===== config.mk =====
export PLATFORM = sky130hd
export DESIGN_NAME = qrs_div
export DESIGN_NICKNAME = d
export VERILOG_FILES = /design/src/qrs_pkg.sv /design/src/qrs_div.sv
export SDC_FILE = /design/constraint.sdc
export NUM_CORES = 2
export LEC_CHECK = 0
export BUFFER_PORTS_ARGS = -buffer_cell sky130_fd_sc_hd__buf_2
export CORE_MARGIN = 4
export CORE_UTILIZATION = 60
export DETAILED_ROUTE_END_ITERATION = 12
export GPL_ROUTABILITY_DRIVEN = 0
export MAX_ROUTING_LAYER = met4
export PLACE_DENSITY = 0.73
export SKIP_CTS_REPAIR_TIMING = 1
export SYNTH_ARGS = -nofsm -noshare
export SYNTH_HDL_FRONTEND = slang
export SYNTH_SLANG_ARGS = --single-unit

===== constraint.sdc =====
create_clock -name clk_i -period 5.32 [get_ports clk_i]
set_input_delay 0.266 -clock clk_i [delete_from_list [all_inputs] [get_ports clk_i]]
set_output_delay 0.266 -clock clk_i [all_outputs]
set_load 0.05 [all_outputs]

===== src/qrs_pkg.sv =====
// Shared types and widths for the quadratic root solver.
// Used by qrs_sqrt, qrs_div and quadratic_root_solver; depends on nothing.
`default_nettype none

package qrs_pkg;

  localparam int CoefW  = 16;          // Q8.8 coefficient
  localparam int RootW  = 32;          // Q16.16 root
  localparam int DiscW  = 34;          // signed raw discriminant
  localparam int SqrtW  = 31;          // bits of floor(sqrt(D * 2^28))
  localparam int RadW   = 2 * SqrtW;   // radicand width, one digit pair per stage
  localparam int FracW  = RadW - DiscW;  // zero bits appended below D
  localparam int NumW   = 34;          // numerator magnitude
  localparam int DenW   = 16;          // denominator magnitude
  localparam int DivLat = NumW + 1;    // quotient stages plus rounding stage

  typedef enum logic [2:0] {
    CaseTwo      = 3'd0,
    CaseDouble   = 3'd1,
    CaseLinear   = 3'd2,
    CaseNone     = 3'd3,
    CaseInfinite = 3'd4
  } case_e;

  // sideband that rides along the square root pipeline
  typedef struct packed {
    logic                    vld;
    case_e                   code;
    logic signed [CoefW-1:0] a;
    logic signed [CoefW-1:0] b;
    logic signed [CoefW-1:0] c;
  } side_sq_t;

  // sideband that rides along the divider pipeline
  typedef struct packed {
    logic  vld;
    case_e code;
  } side_dv_t;

endpackage

`default_nettype wire


===== src/qrs_div.sv =====
// Pipelined restoring divider with round-half-away and Q16.16 clamp.
// Depends on qrs_pkg for widths.
`default_nettype none

module qrs_div (
  input  wire logic                       clk_i,
  input  wire logic [qrs_pkg::NumW-1:0]   num_i,
  input  wire logic [qrs_pkg::DenW-1:0]   den_i,
  input  wire logic                       neg_i,
  output logic      [qrs_pkg::RootW-1:0]  root_o,
  output logic                            sat_o
);

  localparam int NumW = qrs_pkg::NumW;
  localparam int DenW = qrs_pkg::DenW;

  logic [DenW-1:0] rem_q [NumW];
  logic [NumW-1:0] q_q   [NumW];
  logic [NumW-1:0] num_q [NumW-1];
  logic [DenW-1:0] den_q [NumW];
  logic            neg_q [NumW];

  for (genvar k = 0; k < NumW; k++) begin : g_st
    logic [DenW-1:0] rem_in, den_in;
    logic [NumW-1:0] q_in, n_in;
    logic            neg_in, ge;
    logic [DenW:0]   rem_sh;

    if (k == 0) begin : g_first
      assign rem_in = '0;
      assign q_in   = '0;
      assign n_in   = num_i;
      assign den_in = den_i;
      assign neg_in = neg_i;
    end else begin : g_next
      assign rem_in = rem_q[k-1];
      assign q_in   = q_q[k-1];
      assign n_in   = num_q[k-1];
      assign den_in = den_q[k-1];
      assign neg_in = neg_q[k-1];
    end

    // shift in one numerator bit, subtract when it fits
    assign rem_sh = {rem_in, n_in[NumW-1]};
    assign ge     = (rem_sh >= {1'b0, den_in});

    always_ff @(posedge clk_i) begin
      rem_q[k] <= ge ? DenW'(rem_sh - {1'b0, den_in}) : rem_sh[DenW-1:0];
      q_q[k]   <= {q_in[NumW-2:0], ge};
      den_q[k] <= den_in;
      neg_q[k] <= neg_in;
    end

    if (k < NumW - 1) begin : g_carry
      always_ff @(posedge clk_i) begin
        num_q[k] <= {n_in[NumW-2:0], 1'b0};
      end
    end
  end

  // round to nearest, ties away from zero, then apply sign and clamp
  logic          up;
  logic [NumW:0] qr;
  localparam logic [NumW:0] PosMax = (NumW+1)'(33'h0_7FFF_FFFF);
  localparam logic [NumW:0] NegMax = (NumW+1)'(33'h0_8000_0000);

  assign up = ({rem_q[NumW-1], 1'b0} >= {1'b0, den_q[NumW-1]});
  assign qr = {1'b0, q_q[NumW-1]} + (NumW+1)'(up);

  always_ff @(posedge clk_i) begin
    if (!neg_q[NumW-1]) begin
      if (qr > PosMax) begin
        root_o <= 32'h7FFF_FFFF;
        sat_o  <= 1'b1;
      end else begin
        root_o <= qr[qrs_pkg::RootW-1:0];
        sat_o  <= 1'b0;
      end
    end else begin
      if (qr > NegMax) begin
        root_o <= 32'h8000_0000;
        sat_o  <= 1'b1;
      end else begin
        root_o <= 32'(-qr[qrs_pkg::RootW-1:0]);
        sat_o  <= 1'b0;
      end
    end
  end

endmodule

`default_nettype wire


==> out/summary.txt <==
CTS tree - built
Starting Density - 0.605
# rows - 134
Worst Setup Start Kind - flop
number of global-route vias before repair - 50634
Tmin final - 5.03 ns
commonest non-fill, non-tap cell in the layout - dfxtp_1
worst rel slew slack - 0.322
status - completed
commonest cells after routing, fill and taps aside - dfxtp_1 (2311), inv_1 (754), ha_1 (548)
Cell Chain, Critical Path - inv_1 > ha_1 > a21o_1 > a21o_1 > a21oi_1 > nor2_1 > a2111oi_2 > o21ai_0 > a21oi_1 > o21ai_0 > ha_1 > buf_4 > and4_2 > and3_4 > xnor2_1 > or4b_1 > or4_4 > nor4_4 > buf_4 > nor2_4 > a211oi_1
Pre-antenna DRT Iters - 5
Netlist cell types - 79
Clk Tree Root Cell - clkbuf_16
synthesized cell area - 80900 sq um
Tot Pwr - 56.2 mW
number of buffers created by CTS - 211
Final Hold Viols - 0
FF+latch count, synth - 2311
Synth Net Count - 7963
crit-path leading delay family - simple AND/OR/NAND/NOR gates
Congestion Overflow GR - 0
Final Max Slew Viols - 0
Total Negative Setup Slacks - 0 ns
vias post-DR - 51128
DRT Wirelength - 159000 microns
final worst slack - 0.288 ns
wire per inst - 16.6 microns
drt via density - 5.35
post-route cell area - 91600 sq um
CTS sink count - 2311
Final Core Density - 0.686
pwr/cell area - 613 nW/um^2
post-synthesis sequential area ratio - 0.572
Die X - 375 microns
Sequential Power Share - 0.399
fraction of layout cells with a size suffix above 1 - 0.123
arrival time worst endpoint - 5.74 ns
CP Class - flop to flop
# Max-Cap Violations - 0
Hold Crit Class - primary input to flop
asr flop ratio synth - 0
worst slack, placed - 0.242 ns
fmax - 0.199 GHz
PortBufs - 84
Post-synth EDFFs - 0
critical path's slowest cell - or4_4
Area after DPL - 83400 sq um
DP Wirelength - 115000 microns
P_sw - 17.7 mW
Largest stage delay, worst path - 0.55 ns
die footprint - 141000 sq um
largest net degree at the start of global routing - 36
total core area - 134000 sq um
IO Pins - 85
diode count - 0
crit share post-route - 0.946
Comb power frac - 0.317
cell count after synthesis - 7329
Die Ht - 375 microns
synthesis-to-layout area growth - 13.3%
Avg Cell Area, Syn - 11.0 sq um
Synth Flop Type - dfxtp_1
Synth warnings - 0
setup violators final - 0
layout net count - 8236
DR iter-0 viols - 3179
clock buffer depth - 3
global-route wire length before repair - 256000 microns
VDD IR max - 358 uV
Clock Skew - 0.0347 ns
Clk network pwr share - 0.284
H-tree level count - 4
Int Pwr - 38.5 mW
switching share of total power - 0.315
buffers plus inverters on the worst setup path - 3
antenna viol nets, final - 0
DRC errors left - 0
Slew @ Worst Pin - 1.01 ns
Reg clk slew, reported paths - 0.06 ns
clk_lat worst skew - 0.82 ns
initial antenna violation count - 1
CP max FO - 10
CP Capture Type - flop
Worst EP required - 6.03 ns
Total GRT Usage - 0.228
Static Leakage - 41.1 nW
==> power groups by stage <==
stage | clock [mW] | combinational, mW | sequential (mW)
after CTS | 16.3 | 17.6 | 22.4
after global routing | 17.0 | 19.7 | 22.7
after global placement | 0 | 17.0 | 22.7
after detailed placement | 0 | 17.4 | 22.8
final | 16.0 | 17.8 | 22.4
after floorplan | 0 | 13.7 | 22.2
==> per-layer routing <==
metal	track usage	wire [microns]	vias up
li1	-	-	25565
met2	0.371	73800	1252
met3	0.0337	6820	367
met4	0.0920	5990	0
met1	0.288	72000	23944
met5	-	0	-
==> worst paths after layout <==
kind | from | to | slack, ns | cells past startpoint
worst max-delay path | den_q[33][6] | root_o[15] | 0.29 | 21
worst min-delay path | num_i[27] | num_q[0][27] | 0.08 | 2
worst max register to register | den_q[33][6] | root_o[15] | 0.29 | 21
worst min register to register | q_q[19][7] | q_q[20][8] | 0.31 | 0
==> layout make-up <==
class / instances / area (sq um)
clock inverter: 117 / 1640
inverter: 754 / 2830
sequential: 2311 / 46300
tap: 1768 / 2210
multi-input combinational: 4123 / 31300
fill: 9767 / 42000
clock buffer: 278 / 5980
timing repair buffer: 201 / 1430
==> synthesized netlist by cell type (all sizes together), types with 106 or more instances <==
cell	instances	area share
dfxtp	2311	0.57
inv	754	0.035
ha	549	0.085
mux2	346	0.048
a21oi	323	0.020
nor2	315	0.015
o21ai	280	0.017
xnor2	279	0.030
nand2	231	0.011
nand3	219	0.014
nor3	195	0.012
xor2	125	0.014
nand4	119	0.0094
clkbuf	112	0.0052
nor2b	106	0.0082
==> cells by family after synthesis <==
group	share of synthesized area
AOI/OAI and AO/OA	0.0955
xor gates and xnor gates	0.0438
adders and majority gates	0.0931
buffers and inverters	0.0422
DFF	0.572
muxes	0.0561
and+or+nand+nor	0.0972
==> sequential cells by signal, indices dropped and copies added (netlist names) <==
register / count
neg_q: 34
den_q: 544
sat_o: 1
rem_q: 544
q_q: 595
num_q: 561
root_o: 32
==> through the flow <==
stage	hold WS, ns	std cells
2_1_floorplan	0.294	7329
3_3_place_gp	0.310	9106
3_5_place_dp	0.312	9106
4_1_cts	-0.532	9501
5_1_grt	0.0316	9552
6_report	0.0840	9552
(Power assumes the default switching activity.)
