==> src/qrs_pkg.sv <==
// Shared types and widths for the quadratic root solver.
// Used by qrs_sqrt, qrs_div and quadratic_root_solver; depends on nothing.
`default_nettype none

package qrs_pkg;

  localparam int CoefW  = 16;          // Q8.8 coefficient
  localparam int RootW  = 32;          // Q16.16 root
  localparam int DiscW  = 34;          // signed raw discriminant
  localparam int SqrtW  = 31;          // bits of floor(sqrt(D * 2^28))
  localparam int RadW   = 2 * SqrtW;   // radicand width, one digit pair per stage
  localparam int FracW  = RadW - DiscW;  // zero bits appended below D
  localparam int NumW   = 34;          // numerator magnitude
  localparam int DenW   = 16;          // denominator magnitude
  localparam int DivLat = NumW + 1;    // quotient stages plus rounding stage

  typedef enum logic [2:0] {
    CaseTwo      = 3'd0,
    CaseDouble   = 3'd1,
    CaseLinear   = 3'd2,
    CaseNone     = 3'd3,
    CaseInfinite = 3'd4
  } case_e;

  // sideband that rides along the square root pipeline
  typedef struct packed {
    logic                    vld;
    case_e                   code;
    logic signed [CoefW-1:0] a;
    logic signed [CoefW-1:0] b;
    logic signed [CoefW-1:0] c;
  } side_sq_t;

  // sideband that rides along the divider pipeline
  typedef struct packed {
    logic  vld;
    case_e code;
  } side_dv_t;

endpackage

`default_nettype wire

==> src/qrs_sqrt.sv <==
// Pipelined integer square root, one result bit per register stage.
// Depends on qrs_pkg for widths.
`default_nettype none

module qrs_sqrt (
  input  wire logic                         clk_i,
  input  wire logic [qrs_pkg::DiscW-2:0]    rad_i,
  output logic      [qrs_pkg::SqrtW-1:0]    root_o
);

  localparam int RemW = qrs_pkg::SqrtW + 3;

  logic [RemW-1:0]          rem_q  [qrs_pkg::SqrtW-1];
  logic [qrs_pkg::RadW-1:0] v_q    [qrs_pkg::SqrtW-1];
  logic [qrs_pkg::SqrtW-1:0] root_q [qrs_pkg::SqrtW];

  for (genvar k = 0; k < qrs_pkg::SqrtW; k++) begin : g_st
    logic [RemW-1:0]           rem_in, rem_sh, trial;
    logic [qrs_pkg::SqrtW-1:0] root_in;
    logic [qrs_pkg::RadW-1:0]  v_in;
    logic                      ge;

    if (k == 0) begin : g_first
      assign rem_in  = '0;
      assign root_in = '0;
      assign v_in    = {1'b0, rad_i, {qrs_pkg::FracW{1'b0}}};
    end else begin : g_next
      assign rem_in  = rem_q[k-1];
      assign root_in = root_q[k-1];
      assign v_in    = v_q[k-1];
    end

    // bring down the next digit pair, try (4*root + 1)
    assign rem_sh = {rem_in[RemW-3:0], v_in[qrs_pkg::RadW-1 -: 2]};
    assign trial  = {1'b0, root_in, 2'b01};
    assign ge     = (rem_sh >= trial);

    always_ff @(posedge clk_i) begin
      root_q[k] <= {root_in[qrs_pkg::SqrtW-2:0], ge};
    end

    if (k < qrs_pkg::SqrtW - 1) begin : g_carry
      always_ff @(posedge clk_i) begin
        rem_q[k] <= ge ? (rem_sh - trial) : rem_sh;
        v_q[k]   <= {v_in[qrs_pkg::RadW-3:0], 2'b00};
      end
    end
  end

  assign root_o = root_q[qrs_pkg::SqrtW-1];

endmodule

`default_nettype wire

==> config.mk <==
export PLATFORM = sky130hd
export DESIGN_NAME = qrs_sqrt
export DESIGN_NICKNAME = d
export VERILOG_FILES = /design/src/qrs_pkg.sv /design/src/qrs_sqrt.sv
export SDC_FILE = /design/constraint.sdc
export NUM_CORES = 2
export LEC_CHECK = 0
export BUFFER_PORTS_ARGS = -buffer_cell sky130_fd_sc_hd__buf_4
export CORE_UTILIZATION = 27
export CTS_BUF_LIST = sky130_fd_sc_hd__clkbuf_4 sky130_fd_sc_hd__clkbuf_8
export CTS_CLUSTER_DIAMETER = 50
export CTS_CLUSTER_SIZE = 8
export DETAILED_ROUTE_END_ITERATION = 12
export GPL_ROUTABILITY_DRIVEN = 0
export PLACE_DENSITY = 0.41
export REMOVE_ABC_BUFFERS = 1
export SLEW_MARGIN = 0
export SYNTH_ARGS = -nofsm -noshare
export SYNTH_HDL_FRONTEND = slang
export SYNTH_SLANG_ARGS = --single-unit
==> constraint.sdc <==
create_clock -name clk_i -period 6.65 [get_ports clk_i]
set_input_delay 0.3325 -clock clk_i [delete_from_list [all_inputs] [get_ports clk_i]]
set_output_delay 0.3325 -clock clk_i [all_outputs]
set_load 0.02 [all_outputs]
==> flow_metrics.env <==
export IMPL_async_flop_share_pct=0
export IMPL_initial_core_util_pct=27.2
export IMPL_required_ps=7520
export IMPL_dp_cells=10500
export IMPL_clock_latency_ps=1020
export IMPL_ios=65
export IMPL_synth_cell_type_count=82
export IMPL_clock_path_buffers=4
export IMPL_synth_top_area_cell="dfxtp_1"
export IMPL_dpl_hpwl_um=120000
export IMPL_syn_avg_cell_area_um2=9.52
export IMPL_core_area_um2=252000
export IMPL_holdWs_ps=276
export IMPL_synth_top_cell_area_share_pct=48.5
export IMPL_multiInputGateArea_um2=32300
export IMPL_design_area_um2=78900
export IMPL_rows=184
export IMPL_fin_crit_sh_pct=68.6
export IMPL_fmax_mhz=219
export IMPL_ys_seq_area_share_pct=48.5
export IMPL_status="finished, final reports clean"
export IMPL_setup_viol=0
export IMPL_synth_edff_count=0
export IMPL_crit_path_start="rem_q[28][0]"
export IMPL_dieHeight_um=506
export IMPL_rsz0062_at_grt="no"
export IMPL_met2_usage_pct=20.1
export IMPL_power_mw=27.1
export IMPL_syn_inst=7202
export IMPL_crit_path_max_incr_delay_ps=820
export IMPL_worst_pin_slew_ps=1080
export IMPL_ant_nets=0
export IMPL_postCtsHoldBufs=66
export IMPL_synth_warnings=0
export IMPL_gr_max_usage_layer="met2"
export IMPL_cts_tree="yes"
export IMPL_grt_pass1_wl_um=255000
export IMPL_syn_cell_area_um2=68600
export IMPL_numPortBuffers=64
export IMPL_final_common_cell="dfxtp_1"
export IMPL_cts_resized=0
export IMPL_grt_util_met1_pct=15.6
export IMPL_end_kind="register"
export IMPL_nFillCells=26300
export IMPL_power_leakage_nw=36.9
export IMPL_r2r_start="rem_q[28][0]"
export IMPL_nets=8062
export IMPL_worstPathMaxFanout=49
export IMPL_final_util_pct=31.3
export IMPL_fin_cells=11000
export IMPL_dr_pass1_iters=5
export IMPL_critical_path_startpoint_type="register"
export IMPL_cts_root_buffer="clkbuf_8"
export IMPL_grt_usage_pct=12.2
export IMPL_die_area_um2=256000
export IMPL_layout_setup_ws_ps=2090
export IMPL_ys_ff_latch=1661
export IMPL_crit_type="reg2reg"
export IMPL_synth_ff_type="dfxtp_1"
export IMPL_via_per_inst=4.41
export IMPL_place_area_um2=73000
export IMPL_cpMostUsedCell="o21ai_0"
export IMPL_grtUsageMet3_pct=2.28
export IMPL_arrival_ps=5430
export IMPL_antenna_found_initial=4
export IMPL_final_cell_mix="dfxtp_1, inv_1, nand2_1"
export IMPL_drc_errors=0
export IMPL_grt_max_degree=57
export IMPL_hold_path_class="reg2reg"
export IMPL_drive_gt1_share_pct=8.38
export IMPL_wl_per_cell_um=14.2
export IMPL_totalWireLength_um=156000
export IMPL_seq_area_um2=33300
export IMPL_slew_viol_final=0
export IMPL_dp_slack_ps=2110
export IMPL_die_w_um=506
export IMPL_crit_slowest_cell="a2111oi_0"
export IMPL_synthTopCellsByArea="dfxtp_1, ha_1, xor2_1"
export IMPL_cts_max_level=5
export IMPL_cts_inserted_buffers=290
export IMPL_fin_worst_skew_ps=95.0
export IMPL_vias=48400
export IMPL_timing_slew_headroom_pct=26.0
export IMPL_fin_crit_ps=4560
export IMPL_drt_initial_drc_count=2277
export IMPL_maxCapViolations=0
export IMPL_gr_total_overflow=0
export IMPL_power_density_nw_per_um2=343
export IMPL_post_cts_setup_buffer_count=0
export IMPL_cp_cell_sequence="ha_1 > inv_1 > fa_1 > nor2b_1 > o31a_1 > o21ai_0 > a2111oi_0 > o21ai_0 > a21oi_1 > o41ai_1 > nand2_2 > mux2_2"
export IMPL_syn2layout_area_growth_pct=15.1
export IMPL_ir_drop_mv=0.191
export IMPL_holdCritStartpoint="v_q[3][49]"
export IMPL_setup_tns_ps=0
export IMPL_cts_sinks=1661
export IMPL_path_clk_slew_ps=60
export IMPL_hold_viol=0
export IMPL_first_global_vias=49100
cells in the mapped netlist (13+ instances only):
cell / number
nand2_1: 566
dfxtp_1: 1661
nor2b_1: 88
clkbuf_1: 110
a211oi_1: 41
o21bai_1: 46
and3_1: 36
o21ai_0: 452
nor3_1: 186
nand4_1: 46
o41ai_1: 16
a211o_1: 13
nor3b_1: 18
mux2_2: 74
or3_1: 83
a21o_1: 181
xnor2_1: 321
xor2_1: 374
a21oi_1: 428
a21boi_0: 18
fa_1: 13
nand2b_1: 88
a31oi_1: 41
o21a_1: 83
a2111oi_0: 18
and2_1: 25
ha_1: 498
nand3_1: 111
buf_1: 15
or4_1: 38
or2_2: 34
nor4_1: 95
inv_1: 681
o31ai_1: 57
nand3b_1: 16
nor2_1: 438
o211ai_1: 29
flip-flops by register name, indices dropped and copies added (netlist names):
register,count
rem_q,893
root_q,496
v_q,272
kinds of logic after synthesis:
family / share of synthesized area (%)
adder cells (fa/ha/maj): 9.47
other: 0.00547
AND/OR/NAND/NOR: 13.7
XOR/XNOR: 8.88
multiplexers: 1.30
flip-flops: 48.5
AO/OA/AOI/OAI: 13.7
buffers and inverters: 4.48
routing by layer:
metal	wire length, um	up-vias	share of wire, %
met5	0	-	0
met3	6430	366	4.1
met1	73700	22100	47
met4	5280	0	3.4
met2	70500	805	45
li1	-	25200	-
worst max-delay path: cells and delay by family, from the launching register on:
kind,cells,cell delay (ps)
compound gates,6,2070
fa+ha+maj,2,610
flops,1,350
simple gates,2,880
buf+inv,1,80
mux,1,420
cell type report:
cell class                 count  area share [%]
antenna                        5          0.0159
clock buffer                 348            5.80
clock inverter                55           0.834
inverter                     686            3.26
multi-input combinational   4727            41.0
sequential                  1661            42.2
tap                         3348            5.31
timing repair buffer         151            1.65
where the power goes:
| group | internal, mW | total (mW) | switching, mW |
|---|---|---|---|
| Clock | 4.90 | 8.91 | 4.01 |
| Sequential | 11.8 | 13.2 | 1.42 |
| Combinational | 2.32 | 4.96 | 2.64 |
path summary, 6_finish.rpt:
path,end,slack (ps),depth (start not counted)
worst max-delay path,rem_q[29][22],2090,12
worst min-delay path,v_q[4][51],280,0
worst max register to register,rem_q[29][22],2090,12
worst min register to register,v_q[4][51],280,0
No activity file was read; power rests on OpenSTA's default activity.
